File: src/design/ifcs_pkg.sv
// shared types and byte codes for the irc format code stripper
// no dependencies
package ifcs_pkg;

    localparam logic [7:0] BYTE_CTCP  = 8'h01;
    localparam logic [7:0] BYTE_BOLD  = 8'h02;
    localparam logic [7:0] BYTE_COLOR = 8'h03;
    localparam logic [7:0] BYTE_BELL  = 8'h07;
    localparam logic [7:0] BYTE_ESC   = 8'h1b;
    localparam logic [7:0] BYTE_REV   = 8'h16;
    localparam logic [7:0] BYTE_UNDER = 8'h1f;
    localparam logic [7:0] BYTE_COMMA = 8'h2c;
    localparam logic [7:0] BYTE_SEMI  = 8'h3b;
    localparam logic [7:0] BYTE_BRACK = 8'h5b;
    localparam logic [7:0] BYTE_ZERO  = 8'h30;
    localparam logic [7:0] BYTE_NINE  = 8'h39;

    // one queued word: up to two result bytes caused by one input byte
    typedef struct packed {
        logic [7:0] byte0;
        logic [7:0] byte1;
        logic       valid0;
        logic       two;
        logic       last;
    } word_t;

endpackage

File: src/design/ifcs_front.sv
// front part: parse state machine, classifies each input byte into a queue word
// depends on ifcs_pkg
module ifcs_front
(
    input  logic               clk,
    input  logic               rst_n,
    input  logic               push,
    output logic               full,
    input  logic [7:0]         in_byte,
    input  logic               end_of_line,
    input  logic               q_full,
    output logic               q_push,
    output ifcs_pkg::word_t    q_word
);

    localparam logic [2:0] MODE_TEXT  = 3'd0;
    localparam logic [2:0] MODE_CTLC  = 3'd1;
    localparam logic [2:0] MODE_FG1   = 3'd2;
    localparam logic [2:0] MODE_FG2   = 3'd3;
    localparam logic [2:0] MODE_COMMA = 3'd4;
    localparam logic [2:0] MODE_BG1   = 3'd5;
    localparam logic [2:0] MODE_ESC   = 3'd6;
    localparam logic [2:0] MODE_CSI   = 3'd7;

    logic [2:0] mode_reg;
    logic [2:0] mode_next;
    logic [2:0] parse_next;
    logic [2:0] plain_mode;
    logic       plain_keep;
    logic       is_digit;
    logic       use_plain;
    logic       hold_put;
    logic [7:0] hold_byte;
    logic       keep;
    logic       eol_put;
    logic [7:0] eol_byte;
    logic       any;
    logic       accept;

    assign is_digit = (in_byte >= ifcs_pkg::BYTE_ZERO) && (in_byte <= ifcs_pkg::BYTE_NINE);

    // handling of a byte in normal text
    always_comb
    begin
        plain_mode = MODE_TEXT;
        plain_keep = 1'b0;
        unique case (in_byte) inside
            ifcs_pkg::BYTE_CTCP, ifcs_pkg::BYTE_BOLD, ifcs_pkg::BYTE_BELL,
            ifcs_pkg::BYTE_REV, ifcs_pkg::BYTE_UNDER:
            begin
                plain_mode = MODE_TEXT;
            end
            ifcs_pkg::BYTE_COLOR:
            begin
                plain_mode = MODE_CTLC;
            end
            ifcs_pkg::BYTE_ESC:
            begin
                plain_mode = MODE_ESC;
            end
            default:
            begin
                plain_keep = 1'b1;
            end
        endcase
    end

    always_comb
    begin
        parse_next = mode_reg;
        use_plain  = 1'b0;
        hold_put   = 1'b0;
        hold_byte  = ifcs_pkg::BYTE_COLOR;
        unique case (mode_reg)
            MODE_CTLC:
            begin
                if (is_digit)
                begin
                    parse_next = MODE_FG1;
                end
                else
                begin
                    hold_put  = 1'b1;
                    use_plain = 1'b1;
                end
            end
            MODE_FG1:
            begin
                if (is_digit)
                begin
                    parse_next = MODE_FG2;
                end
                else if (in_byte == ifcs_pkg::BYTE_COMMA)
                begin
                    parse_next = MODE_COMMA;
                end
                else
                begin
                    use_plain = 1'b1;
                end
            end
            MODE_FG2:
            begin
                if (in_byte == ifcs_pkg::BYTE_COMMA)
                begin
                    parse_next = MODE_COMMA;
                end
                else
                begin
                    use_plain = 1'b1;
                end
            end
            MODE_COMMA:
            begin
                if (is_digit)
                begin
                    parse_next = MODE_BG1;
                end
                else
                begin
                    hold_put  = 1'b1;
                    hold_byte = ifcs_pkg::BYTE_COMMA;
                    use_plain = 1'b1;
                end
            end
            MODE_BG1:
            begin
                if (is_digit)
                begin
                    parse_next = MODE_TEXT;
                end
                else
                begin
                    use_plain = 1'b1;
                end
            end
            MODE_ESC:
            begin
                if (in_byte == ifcs_pkg::BYTE_BRACK)
                begin
                    parse_next = MODE_CSI;
                end
                else
                begin
                    use_plain = 1'b1;
                end
            end
            MODE_CSI:
            begin
                if (!(is_digit || in_byte == ifcs_pkg::BYTE_SEMI))
                begin
                    parse_next = MODE_TEXT;
                end
            end
            default:
            begin
                use_plain = 1'b1;
            end
        endcase
        if (use_plain)
        begin
            parse_next = plain_mode;
        end
    end

    assign keep     = use_plain && plain_keep;
    assign eol_put  = end_of_line && (parse_next == MODE_CTLC || parse_next == MODE_COMMA);
    assign eol_byte = (parse_next == MODE_CTLC) ? ifcs_pkg::BYTE_COLOR : ifcs_pkg::BYTE_COMMA;
    assign any      = hold_put || keep || eol_put;

    // pack results in order: held byte, kept byte, byte released at end of line
    always_comb
    begin
        q_word.byte0  = 8'h00;
        q_word.byte1  = eol_byte;
        q_word.valid0 = any;
        q_word.two    = (hold_put && keep) || ((hold_put || keep) && eol_put);
        q_word.last   = end_of_line;
        if (hold_put)
        begin
            q_word.byte0 = hold_byte;
        end
        else if (keep)
        begin
            q_word.byte0 = in_byte;
        end
        else if (eol_put)
        begin
            q_word.byte0 = eol_byte;
        end
        if (hold_put && keep)
        begin
            q_word.byte1 = in_byte;
        end
    end

    assign full      = q_full;
    assign accept    = push && !q_full;
    assign q_push    = accept && (any || end_of_line);
    assign mode_next = end_of_line ? MODE_TEXT : parse_next;

    always_ff @(posedge clk or negedge rst_n)
    begin
        if (!rst_n)
        begin
            mode_reg <= MODE_TEXT;
        end
        else if (accept)
        begin
            mode_reg <= mode_next;
        end
    end

endmodule

File: src/design/ifcs_queue.sv
// short word queue between front and back parts, flip-flop storage
// depends on ifcs_pkg
module ifcs_queue
#(
    parameter int DEPTH = 4
)
(
    input  logic               clk,
    input  logic               rst_n,
    input  logic               wr_en,
    input  ifcs_pkg::word_t    wr_word,
    output logic               q_full,
    input  logic               rd_en,
    output ifcs_pkg::word_t    rd_word,
    output logic               q_empty
);

    localparam int PTR_W = (DEPTH > 1) ? $clog2(DEPTH) : 1;
    localparam int CNT_W = $clog2(DEPTH + 1);
    localparam logic [PTR_W-1:0] PTR_MAX = PTR_W'(DEPTH - 1);
    localparam logic [CNT_W-1:0] CNT_MAX = CNT_W'(DEPTH);

    ifcs_pkg::word_t store_reg [DEPTH];
    logic [PTR_W-1:0] wr_ptr_reg;
    logic [PTR_W-1:0] wr_ptr_next;
    logic [PTR_W-1:0] rd_ptr_reg;
    logic [PTR_W-1:0] rd_ptr_next;
    logic [CNT_W-1:0] count_reg;
    logic [CNT_W-1:0] count_next;
    logic             do_wr;
    logic             do_rd;

    assign q_full  = (count_reg == CNT_MAX);
    assign q_empty = (count_reg == '0);
    assign do_wr   = wr_en && !q_full;
    assign do_rd   = rd_en && !q_empty;
    assign rd_word = store_reg[rd_ptr_reg];

    always_comb
    begin
        wr_ptr_next = wr_ptr_reg;
        rd_ptr_next = rd_ptr_reg;
        count_next  = count_reg;
        if (do_wr)
        begin
            wr_ptr_next = (wr_ptr_reg == PTR_MAX) ? '0 : wr_ptr_reg + 1'b1;
        end
        if (do_rd)
        begin
            rd_ptr_next = (rd_ptr_reg == PTR_MAX) ? '0 : rd_ptr_reg + 1'b1;
        end
        if (do_wr && !do_rd)
        begin
            count_next = count_reg + 1'b1;
        end
        else if (do_rd && !do_wr)
        begin
            count_next = count_reg - 1'b1;
        end
    end

    always_ff @(posedge clk or negedge rst_n)
    begin
        if (!rst_n)
        begin
            wr_ptr_reg <= '0;
            rd_ptr_reg <= '0;
            count_reg  <= '0;
        end
        else
        begin
            wr_ptr_reg <= wr_ptr_next;
            rd_ptr_reg <= rd_ptr_next;
            count_reg  <= count_next;
        end
    end

    always_ff @(posedge clk)
    begin
        if (do_wr)
        begin
            store_reg[wr_ptr_reg] <= wr_word;
        end
    end

endmodule

File: src/design/ifcs_back.sv
// back part: splits each queued word into one or two result bytes
// depends on ifcs_pkg
module ifcs_back
(
    input  logic               clk,
    input  logic               rst_n,
    input  ifcs_pkg::word_t    head_word,
    input  logic               q_empty,
    output logic               q_pop,
    output logic               empty,
    input  logic               pop,
    output logic [7:0]         out_byte,
    output logic               out_valid,
    output logic               out_last
);

    logic phase_reg;
    logic phase_next;
    logic take;

    assign empty     = q_empty;
    assign take      = pop && !q_empty;
    assign q_pop     = take && (!head_word.two || phase_reg);
    assign out_byte  = phase_reg ? head_word.byte1 : head_word.byte0;
    assign out_valid = phase_reg ? 1'b1 : head_word.valid0;
    // second byte of a double word carries the last mark
    assign out_last  = head_word.last && (phase_reg || !head_word.two);

    always_comb
    begin
        phase_next = phase_reg;
        if (take)
        begin
            phase_next = head_word.two && !phase_reg;
        end
    end

    always_ff @(posedge clk or negedge rst_n)
    begin
        if (!rst_n)
        begin
            phase_reg <= 1'b0;
        end
        else
        begin
            phase_reg <= phase_next;
        end
    end

endmodule

File: src/design/irc_format_code_stripper.sv
// top level of the irc format code stripper
// depends on ifcs_pkg, ifcs_front, ifcs_queue, ifcs_back
//
// One input byte can be taken in every clock cycle while full is low. The front parser turns
// each byte into at most one queue word holding zero to two result bytes, and the back part
// hands out one result byte per cycle while pop is high and the queue is not empty. The
// QueueDepth-word queue between them sets the stall behavior: full rises when it holds
// QueueDepth words, and a word with two results stays at the head until both are out. A line
// end always gives a result with out_last set; it has out_valid low when no byte is left.
module irc_format_code_stripper
#(
    parameter int QueueDepth = 4
)
(
    input  logic       clk,
    input  logic       rst_n,
    input  logic       push,
    output logic       full,
    input  logic [7:0] in_byte,
    input  logic       end_of_line,
    output logic       empty,
    input  logic       pop,
    output logic [7:0] out_byte,
    output logic       out_valid,
    output logic       out_last
);

    ifcs_pkg::word_t wr_word;
    ifcs_pkg::word_t head_word;
    logic            q_full;
    logic            q_push;
    logic            q_empty;
    logic            q_pop;

    ifcs_front u_front
    (
        .clk         (clk),
        .rst_n       (rst_n),
        .push        (push),
        .full        (full),
        .in_byte     (in_byte),
        .end_of_line (end_of_line),
        .q_full      (q_full),
        .q_push      (q_push),
        .q_word      (wr_word)
    );

    ifcs_queue #(.DEPTH(QueueDepth)) u_queue
    (
        .clk     (clk),
        .rst_n   (rst_n),
        .wr_en   (q_push),
        .wr_word (wr_word),
        .q_full  (q_full),
        .rd_en   (q_pop),
        .rd_word (head_word),
        .q_empty (q_empty)
    );

    ifcs_back u_back
    (
        .clk       (clk),
        .rst_n     (rst_n),
        .head_word (head_word),
        .q_empty   (q_empty),
        .q_pop     (q_pop),
        .empty     (empty),
        .pop       (pop),
        .out_byte  (out_byte),
        .out_valid (out_valid),
        .out_last  (out_last)
    );

endmodule
File: config.mk
export PLATFORM = sky130hd
export DESIGN_NAME = irc_format_code_stripper
export DESIGN_NICKNAME = d
export VERILOG_FILES = /design/src/design/ifcs_pkg.sv /design/src/design/ifcs_front.sv /design/src/design/ifcs_queue.sv /design/src/design/ifcs_back.sv /design/src/design/irc_format_code_stripper.sv
export SDC_FILE = /design/constraint.sdc
export NUM_CORES = 1
export LEC_CHECK = 0
export ABC_AREA = 1
export ABC_CLOCK_PERIOD_IN_PS = 3400
export BUFFER_PORTS_ARGS = -buffer_cell sky130_fd_sc_hd__buf_2
export CORE_AREA = 10 10 120 79
export CTS_CLUSTER_SIZE = 12
export DETAILED_ROUTE_END_ITERATION = 7
export DIE_AREA = 0 0 130 89
export PLACE_DENSITY = 0.77
export SETUP_SLACK_MARGIN = 0.02
export SYNTH_ARGS = -nofsm -noshare
export SYNTH_HDL_FRONTEND = slang
export SYNTH_SLANG_ARGS = --single-unit
File: constraint.sdc
create_clock -name clk -period 3.4 [get_ports clk]
set_input_delay 0.51 -clock clk [delete_from_list [all_inputs] [get_ports clk]]
set_output_delay 0.51 -clock clk [all_outputs]
set_load 0.03 [all_outputs]
# After elaboration in Yosys (flattened, before gate mapping)
# Memories as Yosys holds them, arrays and structs flattened.
# Index checks and enable logic that the tools add are counted.
[op_classes] add_sub_neg=4 order_cmp=2 eq_ne=22 n_mux=33 n_reduce_logical=33
[ops] op="two-way mux 8 bit" count=6
[ops] op="two-way mux 3 bit" count=11
[ops] op="== test 8 x 5 -> 1 bit (second input constant)" count=3
[ops] op="case mux 3 bit (7 select lines)" count=1
[ops] op="== test 3 bit (second input constant)" count=6
[ops] op="== test 8 x 2 -> 1 bit (second input constant)" count=2
[ops] op="== test 8 x 6 -> 1 bit (second input constant)" count=2
[ops] op="logical AND 1 bit" count=15
[ops] op="two-way mux 6 bit" count=2
[ops] op="two-way mux 1 bit" count=9
[ops] op="== test 8 x 1 -> 1 bit (second input constant)" count=1
[ops] op="== test 8 x 3 -> 1 bit (second input constant)" count=1
[ops] op="== test 8 x 7 -> 1 bit (second input constant)" count=1
[ops] op=">= comparator 8 x 6 -> 1 bit (second input constant)" count=1
[ops] op="less-or-equal comparator 8 x 6 -> 1 bit (second input constant)" count=1
[ops] op="logical OR 1 bit" count=7
[ops] op="OR reduction 7 bit" count=1
[ops] op="== test 3 x 1 -> 1 bit (second input constant)" count=2
[ops] op="== test 3 x 2 -> 1 bit (second input constant)" count=2
[ops] op="logical NOT 1 bit" count=6
[ops] op="case mux 3 bit (2 select lines)" count=1
[ops] op="case mux 1 bit (5 select lines)" count=1
[ops] op="adder 2 x 1 -> 2 bit (second input constant)" count=2
[ops] op="== test 2 bit (second input constant)" count=2
[ops] op="7 further kinds" count=8
[word_totals] register_bits=11 ramBits=76 inputBits=13 output_inout_bits=12 wordCells=100 n_memories=1
[memory_table] name="u_queue.store_reg" depth=4 word_bits=19 read_ports=1 rd_ports_with_merged_regs=0 wr=1 line="ifcs_queue.sv:23" text="ifcs_pkg::word_t store_reg [DEPTH];"

# Depth between registers and ports, before layout
# Gate-level depths: netlist (run 1).
[depth] ltp_word=17 mapped_depth=18 depth_no_buf=18

# Hierarchy
# From an unflattened synthesis (run 1), not the netlist that was laid out.
[unflattened] hier_cells=496 hier_area_um2=4708.3
[by_module_without_submodules] module="ifcs_queue" instances=1 cells_each=282 area_per_inst_um2=3594.7 seq_area_each_um2=2457.4
[by_module_without_submodules] module="ifcs_front" instances=1 cells_each=173 area_per_inst_um2=924.6 seq_area_each_um2=75.1
[by_module_without_submodules] module="ifcs_back" instances=1 cells_each=41 area_per_inst_um2=188.9 seq_area_each_um2=25.0

# Worst setup path before layout (run 1)
# No wires, ideal clock.
[synth_timing] path_type="register to output" start="register u_queue.rd_ptr_reg[0]" end="output port out_valid" arrival_ns=2.176 t_required_ns=2.890 path_slack_ns=0.714 stages_incl_launch_ff=5 n_path_buf=2 cell_sequence="dfrtp_1 -> clkbuf_1 -> clkbuf_1 -> nor2_1 -> o311ai_0"
[synth_via] elab_chain_len=2
[synth_lines] element="start: declaration" line="ifcs_queue.sv:26" text="logic [PTR_W-1:0] rd_ptr_reg;"
[synth_lines] element="start signal: assignment" line="ifcs_queue.sv:73" text="rd_ptr_reg <= rd_ptr_next;"
[synth_lines] element="memory (4 x 19 bit)"
[synth_lines] element="two-way mux 1 bit" line="ifcs_back.sv:25" text="assign out_valid = phase_reg ? 1'b1 : head_word.valid0;"
[synth_lines] element="end: declaration" line="irc_format_code_stripper.sv:24" text="output logic out_valid,"
# Every way passes these cells.

# Final worst setup path (run 1)
[layout_timing] start="register u_queue.rd_ptr_reg[0]" end="output port out_byte[1]"
[layout_via] elab_chain_len=2
[layout_lines] element="memory (4 x 19 bit)"
[layout_lines] element="two-way mux 8 bit" line="ifcs_back.sv:24" text="assign out_byte = phase_reg ? head_word.byte1 : head_word.byte0;"
[layout_lines] element="end: declaration" line="irc_format_code_stripper.sv:23" text="output logic [7:0] out_byte,"
# Every way passes these cells.

==> results of run 1 <==
==> worst paths after layout <==
check,startpoint,endpoint,cells after the start
hold / removal,rst_n,u_front.mode_reg[1]$_DFFE_PN0P_,1
min in group clk,pop,u_back.phase_reg$_DFFE_PN0P_,3
hold reg to reg,u_queue.count_reg[0]$_DFFE_PN0P_,u_queue.count_reg[0]$_DFFE_PN0P_,1
setup reg to reg,u_front.mode_reg[1]$_DFFE_PN0P_,u_queue.count_reg[2]$_DFFE_PN0P_,17
max in group asynchronous,rst_n,u_queue.rd_ptr_reg[1]$_DFFE_PN0P_,1
setup / recovery,u_queue.rd_ptr_reg[0]$_DFFE_PN0P_,out_byte[1],7
==> cells in the mapped netlist, drive strengths merged <==
library cell,n,area [sq um]
o22ai,13,81.33
or2,1,6.260
o21ai,52,275.3
o311ai,1,8.760
o21bai,1,7.510
xnor2,2,17.52
nand3,19,95.09
clkinv,1,3.750
edfxtp,76,2282
a21boi,1,7.510
nand2,78,335.3
fa,1,20.02
a211oi,1,7.510
mux2,1,11.26
a21oi,4,20.02
inv,46,175.2
clkbuf,13,48.80
nor2,106,410.4
nor3,4,20.02
nand4,2,12.51
ha,6,75.07
dfrtp,11,275.3
a31oi,8,50.05
xor2,1,8.760
==> final cells by class <==
cell class                      instances  area [sq um]
Sequential cell                        87          2557
Fill cell                             567          2666
Multi-Input combinational cell        302          1470
Clock buffer                           10         229.0
Clock inverter                          6         37.54
Timing Repair Buffer                   33         187.7
Inverter                               47         178.9
Tap cell                               94         117.6
==> power groups by stage <==
stage	registers, mW	clock network, mW	logic [mW]
after floorplan	1.83	0	1.69
after global placement	1.86	0	2.28
after detailed placement	1.87	0	2.34
after CTS	1.85	0.882	2.35
after global routing	1.88	0.930	2.64
final	1.85	0.871	2.36
==> logic make-up after synthesis <==
kind of cell    Yosys count
compound gates           81
simple gates            210
flops                    87
buf+inv                  60
xor+xnor                  3
mux                       1
fa+ha+maj                 7
==> per-stage QoR <==
stage	area, sq um	setup slack (ns)	util	total power [mW]
finish	4778	0.6490	0.6418	5.082
global route	4778	0.4471	0.6418	5.446
CTS	4778	0.5972	0.6418	5.083
detailed placement	4512	0.4025	0.6061	4.204
global placement	4512	0.4722	0.6061	4.134
floorplan	4255	0.7142	-	3.513
==> metal layers <==
layer | vias to the layer above | global-route usage
li1 | 1573 | -
met1 | 1512 | 0.2364
met2 | 131 | 0.2656
met3 | 15 | 0.04739
met4 | 0 | 0.05793
met5 | - | 0
==> impl_metrics.ini, run 1 <==
[detailed_routing]
finalWirelength_mm = 9.436
wl_met2_mm = 4.127
drt_iter0_drc = 322
dr_total_vias = 3231
drtPass1Iterations = 5
met3_wirelength_um = 633
via_per_inst = 5.580
wl_met1_mm = 4.574
drc = 0
routedWlPerCell_um = 16.30
antenna_left = 0
top_layer_used = met4

[cts]
clk_pin_slew_ns = 0.06
cts-root-buf = clkbuf_16
cts_sinks = 87
cts_hold_buffers = 0
clock_latency_ns = 0.34
numCtsBuffers = 9
post_cts.repair.setup_buffers = 0
cts_tree = done
htree_levels = 3
postCtsResizedCells = 0
cts_max_path_buffers = 2

[placed_design]
place_inst = 563
hpwl_mm = 6.521
gp_congestion = 0.9683
port_buffers = 24

[synthesis]
synth_area_sq_um = 4255
ys_types = 33
synth_top_family_by_area = simple AND/OR/NAND/NOR gates
synthCells = 449
syn_nets = 469
synth-simple-area-share = 0.2067
synthMuxAreaShare = 0.002646
synth-compound-area-share = 0.1076
ys_seq_elements = 87
yosysWarnings = 0
synth_xor_area_frac = 0.006175
avgSynthCellArea_sq_um = 9.477
synthAdderAreaFrac = 0.02235
seq_area_frac_synth = 0.6010

[pwr]
internal_power_mw = 2.878
clkPwrFrac = 0.171
seqPwrFrac = 0.365
pwr-share-comb = 0.464
p_leak_nw = 1.937
irDropWorstVdd_v = 0.0007133
cellPowerDensity_nw_per_um2 = 1064
p_sw_mw = 2.204
p_sw_frac = 0.4337

[finish]
stdcell_count = 579
areaGrowthSynthToFinish_pct = 12.29
n_antenna_cell = 0
nNetsFinal = 500
layout_commonest_cell = nor2_1
drive_gt1_frac = 0.1423
final_cell_mix = 103 x nor2_1, 76 x edfxtp_1, 67 x nand2_1
largest_register_ffs = 76

[timing]
holdWs_ns = 0.03632
setup_tns_ns = 0
fin_worst_skew_ns = 0.003040
slew_violations = 0
rsz0062_at_grt = no
final.period_utilization = 0.8091
max_freq_mhz = 363.5
relSlewSlack = 0.5946
tightest_slew_ns = 0.6035
finalHoldViolCount = 0
setup_viol = 0
fin_crit_ns = 2.751

[die]
rows = 25
core_area_sq_um = 7445
start_util = 0.5716
fp.dieW_um = 130
ioPinCount = 25
dieArea_sq_um = 11570
chipHeight_um = 89

[worst_setup_path]
cp.required_ns = 2.89
slowest_stage = dfrtp_1
setup.worst_path.start_class = register
endpoint_kind = output port
critPathKind = reg -> out
critPathMaxFanout = 29
worst_path_largest_cell_delay_ns = 0.47
r2r_slack_ns = 0.73
crit_chain = inv_1, buf_4, nor2_1, o22ai_1, nor2_1, a31oi_1, buf_2
cpMostUsedCell = nor2_1
arrival_ns = 2.24
crit_buf_inv = 3
critPathTopFamily = buffers and inverters

[grt]
antenna_found_initial = 0
grt_max_degree = 33
gr-total-overflow = 0
grt_usage = 0.1741
grt_pass1_wl_mm = 15.39
grt_pass1_vias = 3087

[min_path]
hp-class = in -> async

[outcome]
status = finished, final reports clean

[job]
maxCapViolations = 0
(Power assumes the default switching activity.)
==> run 2: changes to the inputs <==
Settings changed: ABC_CLOCK_PERIOD_IN_PS 3400 to 2700.
Clock period 3.4 ns to 2.7 ns, I/O delays scaled along.
==> run 2 against run 1 <==
Against the previous run:
- non-clock buffer count rose by 15
- utilization rose by 1.9 points
- die area is the same
- register-to-register slack got worse by 0.49 ns
- sequential share of layout area decreased by 1.5 points
- design area grew 2.9%
- combinational power increased by 34%
- largest cell class unchanged
- largest power group unchanged
==> impl_metrics.ini, run 2 (synthesis gave the netlist of run 1 again) <==
[outcome]
status = finished, final reports clean

[worst_setup_path]
cp-endpoint = u_queue.count_reg[2]$_DFFE_PN0P_
cp.required_ns = 2.90
critPathMaxFanout = 5
rr_worst_depth = 17
setup.worst_path.start_class = register
r2r_end = u_queue.count_reg[2]$_DFFE_PN0P_
critPathKind = reg -> reg
r2r_slack_ns = 0.24
crit_start = u_front.mode_reg[1]$_DFFE_PN0P_
endpoint_kind = register
arrival_ns = 2.67
r2r_start = u_front.mode_reg[1]$_DFFE_PN0P_

[placed_design]
gp_congestion = 0.9678
placed_area_sq_um = 4609
port_buffers = 24
hpwl_mm = 6.798
pre_cts_slack_ns = -0.02740
place_inst = 576

[timing]
slew_violations = 0
fin_worst_skew_ns = 0.008684
holdWs_ns = 0.4157
final.period_utilization = 0.9113
tightest_slew_ns = 0.5131
finalHoldViolCount = 0
setup_viol = 0
rsz0062_at_grt = no
relSlewSlack = 0.6553
fin_crit_ns = 2.460
max_freq_mhz = 406.4
finalWorstSetupSlack_ns = 0.2396

[pwr]
irDropWorstVdd_v = 0.0006808
cellPowerDensity_nw_per_um2 = 1354
p_leak_nw = 2.028
total_power_mw = 6.661

[detailed_routing]
via_per_inst = 5.638
routedWlPerCell_um = 16.41
drc = 0
dr_total_vias = 3349
antenna_left = 0
drt_iter0_drc = 434
drtPass1Iterations = 5
finalWirelength_mm = 9.748

[finish]
n_antenna_cell = 0
final_cell_mix = 101 x nor2_1, 76 x edfxtp_1, 67 x nand2_1
layout_commonest_cell = nor2_1
stdcell_count = 594
multi_input_area_sq_um = 1475
drive_gt1_frac = 0.1740
fin_area_sq_um = 4918
nNetsFinal = 515
fillers = 570
largest_register_ffs = 76
areaGrowthSynthToFinish_pct = 15.58
ff_latch_area_sq_um = 2557

[grt]
grt_usage = 0.1762
antenna_found_initial = 0
grt_pass1_vias = 3161
gr-total-overflow = 0
grt_pass1_wl_mm = 15.76
grt_max_degree = 25

[cts]
cts_max_path_buffers = 2
cts_sinks = 87
cts_tree = done
clk_pin_slew_ns = 0.06
clock_latency_ns = 0.33
numCtsBuffers = 9
htree_levels = 3
cts-root-buf = clkbuf_16

[die]
ioPinCount = 25
dieArea_sq_um = 11570
chipHeight_um = 89
core_area_sq_um = 7445
rows = 25
fp.dieW_um = 130
start_util = 0.5716

[job]
maxCapViolations = 0

[min_path]
hp-class = in -> reg
## run 2: changes by cell type in the layout (fill, tap and decap cells not counted), sizes merged
cell         before  now
dlygate4sd3       0    1
clkbuf           10   14
clkinv            5    1
buf              33   47
clkinvlp          2    0
inv              46   48
## run 2: worst min path at each step
stage               start                               end  cells after the start
global route          pop      u_back.phase_reg$_DFFE_PN0P_                      3
CTS                   pop      u_back.phase_reg$_DFFE_PN0P_                      3
floorplan           rst_n      u_back.phase_reg$_DFFE_PN0P_                      0
finish                pop      u_back.phase_reg$_DFFE_PN0P_                      3
detailed placement  rst_n   u_front.mode_reg[2]$_DFFE_PN0P_                      1
global placement    rst_n  u_queue.count_reg[0]$_DFFE_PN0P_                      1
## run 2: area by class of cell
| type | count | share of cell area |
|---|---|---|
| Clock buffer | 14 | 0.05571 |
| Inverter | 47 | 0.03638 |
| Tap cell | 94 | 0.02391 |
| Sequential cell | 87 | 0.5200 |
| Timing Repair Buffer | 48 | 0.06156 |
| Clock inverter | 2 | 0.002544 |
| Multi-Input combinational cell | 302 | 0.2999 |
## run 2: power by group
| part | internal, mW | total [mW] | switching [mW] |
|---|---|---|---|
| registers | 2.17 | 2.33 | 0.154 |
| clock network | 0.700 | 1.16 | 0.463 |
| logic | 0.967 | 3.17 | 2.20 |
| total | 3.84 | 6.66 | 2.82 |
## run 2: critical path: stages, from the launching register on
cell and delay, ns:
dfrtp_1 0.44, inv_2 0.13, nand2_1 0.08, nor2_2 0.13
nor2_1 0.07, nand2_1 0.08, nand2_2 0.08, nand2_4 0.09
nand2_4 0.06, nand2_4 0.08, o21ai_4 0.06, inv_4 0.05
ha_1 0.13, inv_1 0.06, fa_1 0.37, a21oi_1 0.14
o21ai_0 0.14, xor2_1 0.16
## run 2: routing by layer
layer  vias up  global-route usage  wire [um]
met5         -                   0          0
met4         0             0.05589        143
met3        16             0.04206        864
met2       169              0.2702       4388
met1      1550              0.2428       4351
li1       1614                   -          -
## run 2: through the flow
| step | util | setup TNS (ns) |
|---|---|---|
| finish | 0.6607 | 0 |
| global route | 0.6607 | 0 |
| CTS | 0.6590 | 0 |
| detailed placement | 0.6192 | -0.02740 |
| global placement | 0.6192 | 0 |
| floorplan | - | 0 |
## run 2: repair_timing
item | CTS | global route
setup buffers | 0 | 1
resized for setup | 0 | 4
setup endpoints to repair | 0 | 1
hold buffers | 1 | 0
endpoints found under the hold margin | 11 | 0
